--- src/kbs_pkg.sv ---
package kbs_pkg;

  // fixed field widths
  localparam int COORD_W   = 32;
  localparam int SHAPE_W   = 16;
  localparam int QPOS_W    = 17;
  localparam int COEF_W    = 48;
  localparam int NODE_W    = 3 * COORD_W + 3 * SHAPE_W;
  localparam int S_TDATA_W = 168;

  // fixed-point constants
  localparam int ONE_Q14  = 16384;
  localparam int QPOS_ONE = 65536;

  // arithmetic widths
  localparam int FAC_W   = 17;   // 1 +- shape value
  localparam int WT_W    = 20;   // tangent weight, Q.14
  localparam int WM_W    = 24;   // basis matrix entry, Q.14
  localparam int MUL_A_W = 34;
  localparam int MUL_B_W = 32;
  localparam int MUL_P_W = MUL_A_W + MUL_B_W;
  localparam int SACC_W  = 74;
  localparam int HSPLIT  = 24;   // split point of the accumulator for Horner products

  // default parameter values
  localparam int MAX_NODES_DEF     = 64;
  localparam int POS_FRAC_BITS_DEF = 16;

  // input selector on tuser
  localparam logic CMD_LOAD  = 1'b0;
  localparam logic CMD_QUERY = 1'b1;

  // result status on tuser
  localparam logic STAT_OK     = 1'b0;
  localparam logic STAT_NO_NODES = 1'b1;

  typedef enum logic [4:0] {
    ST_IDLE,
    ST_BSEG,
    ST_BRD,
    ST_BCAP,
    ST_BWM1,
    ST_BWM2,
    ST_BWRND,
    ST_BCMUL,
    ST_BCACC,
    ST_BCWR,
    ST_QRDA,
    ST_QLDA,
    ST_QMLO,
    ST_QALO,
    ST_QMHI,
    ST_QAHI,
    ST_QADD,
    ST_QST,
    ST_QOUT,
    ST_QERR
  } ctl_state_t;

  typedef enum logic [3:0] {
    OP_NONE,
    OP_CAP,
    OP_WMUL1,
    OP_WMUL2,
    OP_WRND,
    OP_CMUL,
    OP_CACC,
    OP_CWR,
    OP_QIDX,
    OP_QLDA,
    OP_HMUL_LO,
    OP_HACC_LO,
    OP_HMUL_HI,
    OP_HACC_HI,
    OP_HADD,
    OP_QSTORE
  } dp_op_t;

  typedef struct packed {
    dp_op_t     op;
    logic [1:0] k;
    logic [1:0] c;
    logic [1:0] axis;
    logic [1:0] widx;
    logic       cap_sh0;
    logic       cap_sh1;
    logic       node_rd;
    logic       coef_rd;
    logic       qsel;
    logic       out_ok;
    logic       out_err;
  } dp_cmd_t;

  typedef struct packed {
    logic out_full;
  } dp_stat_t;

endpackage

--- src/kbs_ctrl.sv ---
module kbs_ctrl #(
  parameter int MAX_NODES = kbs_pkg::MAX_NODES_DEF,
  parameter int CNT_W     = $clog2(MAX_NODES + 1),
  parameter int NODE_AW   = (MAX_NODES > 1) ? $clog2(MAX_NODES) : 1
) (
  input  logic               clk,
  input  logic               rst,
  input  logic               s_valid,
  output logic               s_ready,
  input  logic               s_cmd,
  input  logic               s_last,
  input  logic               cfg_wr_en,
  input  logic               cfg_wr_data,
  output kbs_pkg::dp_cmd_t   cmd,
  input  kbs_pkg::dp_stat_t  stat,
  output logic               node_we,
  output logic [NODE_AW-1:0] node_waddr,
  output logic [NODE_AW-1:0] node_raddr,
  output logic [CNT_W-1:0]   seg,
  output logic [CNT_W-1:0]   seg_total
);
  import kbs_pkg::*;

  localparam int RK_W = CNT_W + 2;

  ctl_state_t state, state_next;

  logic                   closed_loop;
  logic                   wrap_b;
  logic [CNT_W-1:0]       load_ptr;
  logic [CNT_W-1:0]       node_cnt;
  logic [CNT_W-1:0]       seg_i;
  logic signed [RK_W-1:0] rk;
  logic [NODE_AW-1:0]     wk;
  logic [1:0]             k;
  logic [1:0]             c;
  logic [1:0]             axis;
  logic [1:0]             widx;

  logic                   ptr_room;
  logic [CNT_W-1:0]       ptr_new;
  logic                   last_slot;
  logic [NODE_AW-1:0]     clamp_idx;
  logic [NODE_AW-1:0]     n_last;

  assign s_ready    = (state == ST_IDLE);
  assign ptr_room   = (load_ptr < CNT_W'(MAX_NODES));
  assign ptr_new    = load_ptr + CNT_W'(ptr_room);
  assign node_waddr = load_ptr[NODE_AW-1:0];
  assign seg        = seg_i;
  assign n_last     = NODE_AW'(node_cnt - CNT_W'(1));
  assign last_slot  = wrap_b ? (seg_i == node_cnt) : (seg_i == node_cnt - CNT_W'(1));

  // node index for tap k: wrapped or clamped at the ends
  always_comb begin
    if (rk < 0) begin
      clamp_idx = '0;
    end else if (rk >= $signed({2'b00, node_cnt})) begin
      clamp_idx = n_last;
    end else begin
      clamp_idx = rk[NODE_AW-1:0];
    end
  end

  assign node_raddr = wrap_b ? wk : clamp_idx;

  // state register
  always_ff @(posedge clk) begin
    if (rst) begin
      state <= ST_IDLE;
    end else begin
      state <= state_next;
    end
  end

  // next state and datapath commands
  always_comb begin
    state_next  = state;
    node_we     = 1'b0;
    cmd.op      = OP_NONE;
    cmd.k       = k;
    cmd.c       = c;
    cmd.axis    = axis;
    cmd.widx    = widx;
    cmd.cap_sh0 = 1'b0;
    cmd.cap_sh1 = 1'b0;
    cmd.node_rd = 1'b0;
    cmd.coef_rd = 1'b0;
    cmd.qsel    = 1'b0;
    cmd.out_ok  = 1'b0;
    cmd.out_err = 1'b0;
    case (state)
      ST_IDLE: begin
        if (s_valid) begin
          if (s_cmd == CMD_LOAD) begin
            node_we = ptr_room;
            if (s_last && ptr_new != '0) begin
              state_next = ST_BSEG;
            end
          end else if (node_cnt == '0) begin
            state_next = ST_QERR;
          end else begin
            cmd.op     = OP_QIDX;
            state_next = ST_QRDA;
          end
        end
      end
      ST_BSEG: begin
        state_next = ST_BRD;
      end
      ST_BRD: begin
        cmd.node_rd = 1'b1;
        state_next  = ST_BCAP;
      end
      ST_BCAP: begin
        cmd.op      = OP_CAP;
        cmd.cap_sh0 = (k == 2'd1);
        cmd.cap_sh1 = (k == 2'd1) || (k == 2'd2 && !last_slot);
        state_next  = (k == 2'd3) ? ST_BWM1 : ST_BRD;
      end
      ST_BWM1: begin
        cmd.op     = OP_WMUL1;
        state_next = ST_BWM2;
      end
      ST_BWM2: begin
        cmd.op     = OP_WMUL2;
        state_next = ST_BWRND;
      end
      ST_BWRND: begin
        cmd.op     = OP_WRND;
        state_next = (widx == 2'd3) ? ST_BCMUL : ST_BWM1;
      end
      ST_BCMUL: begin
        cmd.op     = OP_CMUL;
        state_next = ST_BCACC;
      end
      ST_BCACC: begin
        cmd.op     = OP_CACC;
        state_next = (k == 2'd3) ? ST_BCWR : ST_BCMUL;
      end
      ST_BCWR: begin
        cmd.op = OP_CWR;
        if (c == 2'd3 && axis == 2'd2) begin
          state_next = last_slot ? ST_IDLE : ST_BSEG;
        end else begin
          state_next = ST_BCMUL;
        end
      end
      ST_QRDA: begin
        cmd.coef_rd = 1'b1;
        cmd.qsel    = 1'b1;
        cmd.c       = 2'd0;
        state_next  = ST_QLDA;
      end
      ST_QLDA: begin
        cmd.op     = OP_QLDA;
        state_next = ST_QMLO;
      end
      ST_QMLO: begin
        cmd.op      = OP_HMUL_LO;
        cmd.coef_rd = 1'b1;
        cmd.qsel    = 1'b1;
        state_next  = ST_QALO;
      end
      ST_QALO: begin
        cmd.op     = OP_HACC_LO;
        state_next = ST_QMHI;
      end
      ST_QMHI: begin
        cmd.op     = OP_HMUL_HI;
        state_next = ST_QAHI;
      end
      ST_QAHI: begin
        cmd.op     = OP_HACC_HI;
        state_next = ST_QADD;
      end
      ST_QADD: begin
        cmd.op     = OP_HADD;
        state_next = (c == 2'd3) ? ST_QST : ST_QMLO;
      end
      ST_QST: begin
        cmd.op     = OP_QSTORE;
        state_next = (axis == 2'd2) ? ST_QOUT : ST_QRDA;
      end
      ST_QOUT: begin
        if (!stat.out_full) begin
          cmd.out_ok = 1'b1;
          state_next = ST_IDLE;
        end
      end
      ST_QERR: begin
        if (!stat.out_full) begin
          cmd.out_err = 1'b1;
          state_next  = ST_IDLE;
        end
      end
      default: begin
        state_next = ST_IDLE;
      end
    endcase
  end

  // configuration register
  always_ff @(posedge clk) begin
    if (rst) begin
      closed_loop <= 1'b0;
    end else if (cfg_wr_en) begin
      closed_loop <= cfg_wr_data;
    end
  end

  // counters and list bookkeeping
  always_ff @(posedge clk) begin
    if (rst) begin
      load_ptr  <= '0;
      node_cnt  <= '0;
      seg_total <= '0;
      wrap_b    <= 1'b0;
      seg_i     <= '0;
      rk        <= '0;
      wk        <= '0;
      k         <= '0;
      c         <= '0;
      axis      <= '0;
      widx      <= '0;
    end else begin
      case (state)
        ST_IDLE: begin
          if (s_valid) begin
            if (s_cmd == CMD_LOAD) begin
              if (s_last) begin
                load_ptr <= '0;
                node_cnt <= ptr_new;
                wrap_b   <= closed_loop;
                seg_i    <= '0;
              end else begin
                load_ptr <= ptr_new;
              end
            end else begin
              axis <= '0;
            end
          end
        end
        ST_BSEG: begin
          rk <= $signed({2'b00, seg_i}) - RK_W'(1);
          wk <= (seg_i == '0) ? n_last : NODE_AW'(seg_i - CNT_W'(1));
          k  <= '0;
        end
        ST_BCAP: begin
          rk   <= rk + RK_W'(1);
          wk   <= (wk == n_last) ? '0 : wk + NODE_AW'(1);
          k    <= k + 2'd1;
          widx <= '0;
        end
        ST_BWRND: begin
          widx <= widx + 2'd1;
          axis <= '0;
          c    <= '0;
          k    <= '0;
        end
        ST_BCACC: begin
          k <= k + 2'd1;
        end
        ST_BCWR: begin
          c <= c + 2'd1;
          if (c == 2'd3) begin
            axis <= axis + 2'd1;
            if (axis == 2'd2) begin
              if (last_slot) begin
                seg_total <= wrap_b ? node_cnt : node_cnt - CNT_W'(1);
              end else begin
                seg_i <= seg_i + CNT_W'(1);
              end
            end
          end
        end
        ST_QLDA: begin
          c <= 2'd1;
        end
        ST_QADD: begin
          c <= c + 2'd1;
        end
        ST_QST: begin
          axis <= axis + 2'd1;
        end
        default: begin
        end
      endcase
    end
  end

endmodule
--- config.mk ---
export PLATFORM = sky130hd
export DESIGN_NAME = kbs_ctrl
export DESIGN_NICKNAME = d
export VERILOG_FILES = /design/src/kbs_pkg.sv /design/src/kbs_ctrl.sv
export SDC_FILE = /design/constraint.sdc
export NUM_CORES = 1
export LEC_CHECK = 0
export ABC_AREA = 1
export BUFFER_PORTS_ARGS = -buffer_cell sky130_fd_sc_hd__buf_2
export CORE_MARGIN = 4
export CORE_UTILIZATION = 64
export DETAILED_ROUTE_END_ITERATION = 6
export HOLD_SLACK_MARGIN = 0.03
export PLACE_DENSITY = 0.87
export SYNTH_ARGS = -nofsm -noshare
export SYNTH_HDL_FRONTEND = slang
export SYNTH_SLANG_ARGS = --single-unit
--- constraint.sdc ---
create_clock -name clk -period 3.49 [get_ports clk]
set_clock_uncertainty 0.05 [all_clocks]
set_input_delay 0.5235 -clock clk [delete_from_list [all_inputs] [get_ports clk]]
set_output_delay 0.5235 -clock clk [all_outputs]
set_load 0.005 [all_outputs]
==> summary by stage <==
Status
The run finished with clean final reports.

Yosys
After technology mapping, the gate count stands at 715. The flip-flop and latch count after synthesis is 58. In this run the cell area of the synthesized design comes to 4430 um2. The count of distinct cell types in the synthesized netlist is 45. The total number of yosys warnings is 0. For this run, the register share of the synthesized area comes to a little over a quarter.

The mean post-synth cell area is 6.20 um2. The total nets after synthesis is 745.

Global routing
The number of global-route vias before repair is ~4,600. The global-route wire length before repair is 21.6 mm. The overflow left after global routing is 0. The global routing met3 resource utilization is 7.79%.

Global routing used 53.5% of the available met2 tracks. The aggregate global-route resource usage is 32.0%. In the global route stage, met1 resource usage came out at between 30% and 40%. The maximum number of pins on one net before global-route repair is 31. The number of antenna violations at the first check in global routing was 0. The highest-utilization routing layer at the global route stage is met2.

Clock tree
The tree is rooted in a clkbuf_8. The H-tree depth is 3. TritonCTS built the clock tree. The later-pin clock latency in the skew report is 0.35 ns. The CTS buffer count is 9. For this design, the sink count on the clock tree is 58. Gates resized during post-CTS repair numbered 0. The number of hold buffers added after CTS was 0.

The longest clock path from root to sink contains 2 buffers. The post-CTS setup buffer count is 0. The clock-pin transition on the worst setup and hold timing paths is around 0.080 ns.

Setup path
Along the worst path, the maximum fanout reaches 10. The worst setup path is captured at an output pin. The highest cell delay on the worst timing path is 0.44 ns. The length in cells of the worst reg-to-reg path is 15. The category of the most critical setup path is reg -> out.

The worst reg2reg path endpoint is seg_total[5]. The startpoint identified for the worst register-to-register timing path is node_cnt[0]. Traced cell by cell, the critical path runs through inv_2 > ha_1 > inv_1 > nand2_1 > nand2_1 > nand2_1 > nand2_1 > inv_1 > nand2_1 > nor2_1 > nand2_1 > nor2_4 > nand2_1 > nand2_1 > a21oi_1 > buf_2. The arrival time reported for the critical path endpoint is 2.49 ns. The number of buffers and inverters on the critical path is 4. The most common cell type on the critical path is nand2_1. STA puts the critical path data required time at 2.92 ns. Grouping stages by cell kind, the critical path spends the most delay in simple AND/OR/NAND/NOR gates. STA classifies the critical path startpoint as a flop.

The cell at the slowest stage of the critical path is dfxtp_1. The worst register-to-register path has a setup slack of ~1.1 ns.

Floorplan
The die is around 90 um tall. Row generation in the floorplan step produced 30 rows. The starting density of the core is 65.6%.

The core region is 6760 um2. The count of pins on the block boundary is 55. The floorplan step defined a die boundary enclosing about 8300 um2. The horizontal die dimension is 91.2 um.

Final layout
The post-synthesis to final-layout area growth is 9.65%. The number of antenna repair diodes is 0. Of the cells placed in the final design, the portion with a size suffix greater than 1 is 12.3%. The final layout contains 788 nets.

Route
The mean routed wirelength per cell is 15.6 um. The starting DRC count in detailed routing is 552. The via count is 4,905. Dividing the detail-routed via count by the number of cells gives 5.82. The number of iterations in the first detailed-routing pass is 5. The DRC violation count after routing is 0. The total wirelength of the detailed-routed design is 13.1 mm.

Once detail routing completed, the nets flagged for antenna violations numbered 0.

STA
The post-route minimum period is 3.07 ns. For the pin with the worst max-slew slack, the measured transition is 0.838 ns. The worst pin sits at a relative slew slack of 44.1%. Hold timing on the final database bottoms out at a slack of 0.308 ns. The count of final hold-check violations is 0. The setup TNS is 0 ns. The final number of setup-violating endpoints is 0. The final count of pins violating max slew was 0.

Based on the critical path, the design can be clocked at up to between 300 and 400 MHz. Setup repair after global routing left no endpoint under its margin. The portion of the clock cycle consumed by the worst path in the final layout is 87.9%.

Power
The cell-internal power is around 1.9 mW. The clock network is responsible for 14.9% of the overall power. The proportion of total power due to net switching is 51.0%. The analysis attributes to cell leakage a power of around 2.4 nW. The share of total power dissipated in sequential elements is 26.3%. In this run the power density over the cells is 788 nW/um2. The worst IR drop on VDD is 0.000417 V. The total net switching power is a little under 2 mW. Combinational cells account for approximately three fifths of the total power.

Hold path
The tightest min-delay check is of the in -> reg type. The endpoint of the worst hold-timing path is closed_loop. The number of stages on the worst hold path is 2. The origin of the worst min-delay path is cfg_wr_en.

Flow run
Across the run, the number of max-cap violations was 0.

Placed design
The estimated wirelength of the detail-placed design is 10.2 mm. At the end of routability-driven placement, the weighted congestion stood at 1.01. The count of buffers inserted at the top-level ports is 54.
## sequential cells by signal, summed over array words and instances (netlist names)
| signal | flops |
|---|---|
| load_ptr | 7 |
| closed_loop | 1 |
| wk | 6 |
| node_cnt | 7 |
| axis | 2 |
| seg_total | 7 |
| c | 2 |
| rk | 9 |
| seg | 7 |
| wrap_b | 1 |
| widx | 2 |
| state | 5 |
| k | 2 |
## routing by layer
layer / wire [um] / share of wire (%)
met5: 0 / 0
met4: 564 / 4.3
met3: 1140 / 8.7
met2: 6230 / 47
met1: 5200 / 40
## worst max-delay path by stage
stage                start     end  slack [ns]  depth (start not counted)
6_report       node_cnt[0]  cmd[5]        0.42                         16
3_3_place_gp   node_cnt[0]  cmd[5]        0.95                         16
2_1_floorplan  node_cnt[0]  cmd[5]        1.25                         15
4_1_cts        node_cnt[0]  cmd[5]        0.46                         16
3_5_place_dp   node_cnt[0]  cmd[5]        0.84                         16
5_1_grt        node_cnt[0]  cmd[5]        0.24                         16
## logic make-up (layout without fill, tap and decap cells)
logic type / count (synthesis) / count (layout) / share of synthesized area, %
buffers and inverters: 127 / 175 / 11.8
DFF: 58 / 58 / 26.2
adders and majority gates: 22 / 22 / 6.21
and+or+nand+nor: 361 / 361 / 35.3
AOI/OAI and AO/OA: 127 / 127 / 16.2
xor gates and xnor gates: 20 / 20 / 4.29
## through the flow
step           total power [mW]  util (%)  std cells  area, um2  setup WS, ns
2_1_floorplan              2.55         -        715       4430          1.25
3_3_place_gp               3.16      69.3        827       4680         0.954
3_5_place_dp               3.21      69.3        827       4680         0.844
4_1_cts                    3.79      72.0        843       4860         0.458
5_1_grt                    4.19      72.0        843       4860         0.236
6_report                   3.83      72.0        843       4860         0.424
## cells in the mapped netlist, drive strengths merged
cell type  instances  area (um2)
dfxtp             58        1160
nor4               2        12.5
xor3               1        23.8
nand4             12        90.1
nor3b              1        7.51
o22ai              1        6.26
clkbuf            11        41.3
o2111ai            3        26.3
or2                1        6.26
nand3             61         310
inv               99         372
xnor2              4        35.0
o311ai             2        17.5
o21ai             53         265
and2               1        6.26
a221oi             4        35.0
o211ai             1        7.51
a21oi             50         262
a21boi             1        7.51
o21a               1        7.51
a31o               1        8.76
o221ai             3        26.3
xor2              15         131
nor3              12        71.3
a31oi              3        18.8
clkinv             4        16.3
nor2             102         413
a22oi              4        30.0
buf               13        93.8
nand2            169         649
ha                22         275
## placed cells by master, fill, tap and decap left out, types with 4 or more instances in the layout
master / netlist / routed
nand2_1: 165 / 165
inv_1: 93 / 93
xor2_1: 15 / 15
a22oi_1: 4 / 4
nand3_1: 60 / 60
nand4_1: 11 / 11
nor3_1: 11 / 11
a221oi_1: 4 / 4
o21ai_0: 50 / 50
a21oi_1: 49 / 49
clkbuf_8: 0 / 9
inv_2: 6 / 6
ha_1: 22 / 22
nor2_1: 96 / 96
dfxtp_1: 58 / 58
xnor2_1: 4 / 4
buf_2: 3 / 54
## area by class of cell
| cell class | instances | area [um2] |
|---|---|---|
| inverters | 103 | 388 |
| multi-input cells | 530 | 2750 |
| well taps | 80 | 100 |
| repair buffers | 56 | 285 |
| fillers | 622 | 1890 |
| clock buffers | 9 | 124 |
| flip-flops and latches | 58 | 1160 |
| clock inverters | 7 | 53.8 |
## power groups by stage
stage / registers (mW) / clock network, mW / logic [mW]
6_report: 1.01 / 0.572 / 2.25
5_1_grt: 1.02 / 0.610 / 2.55
4_1_cts: 0.996 / 0.575 / 2.22
3_5_place_dp: 1.01 / 0 / 2.20
3_3_place_gp: 1.00 / 0 / 2.16
2_1_floorplan: 0.928 / 0 / 1.62
(Power assumes the default switching activity.)
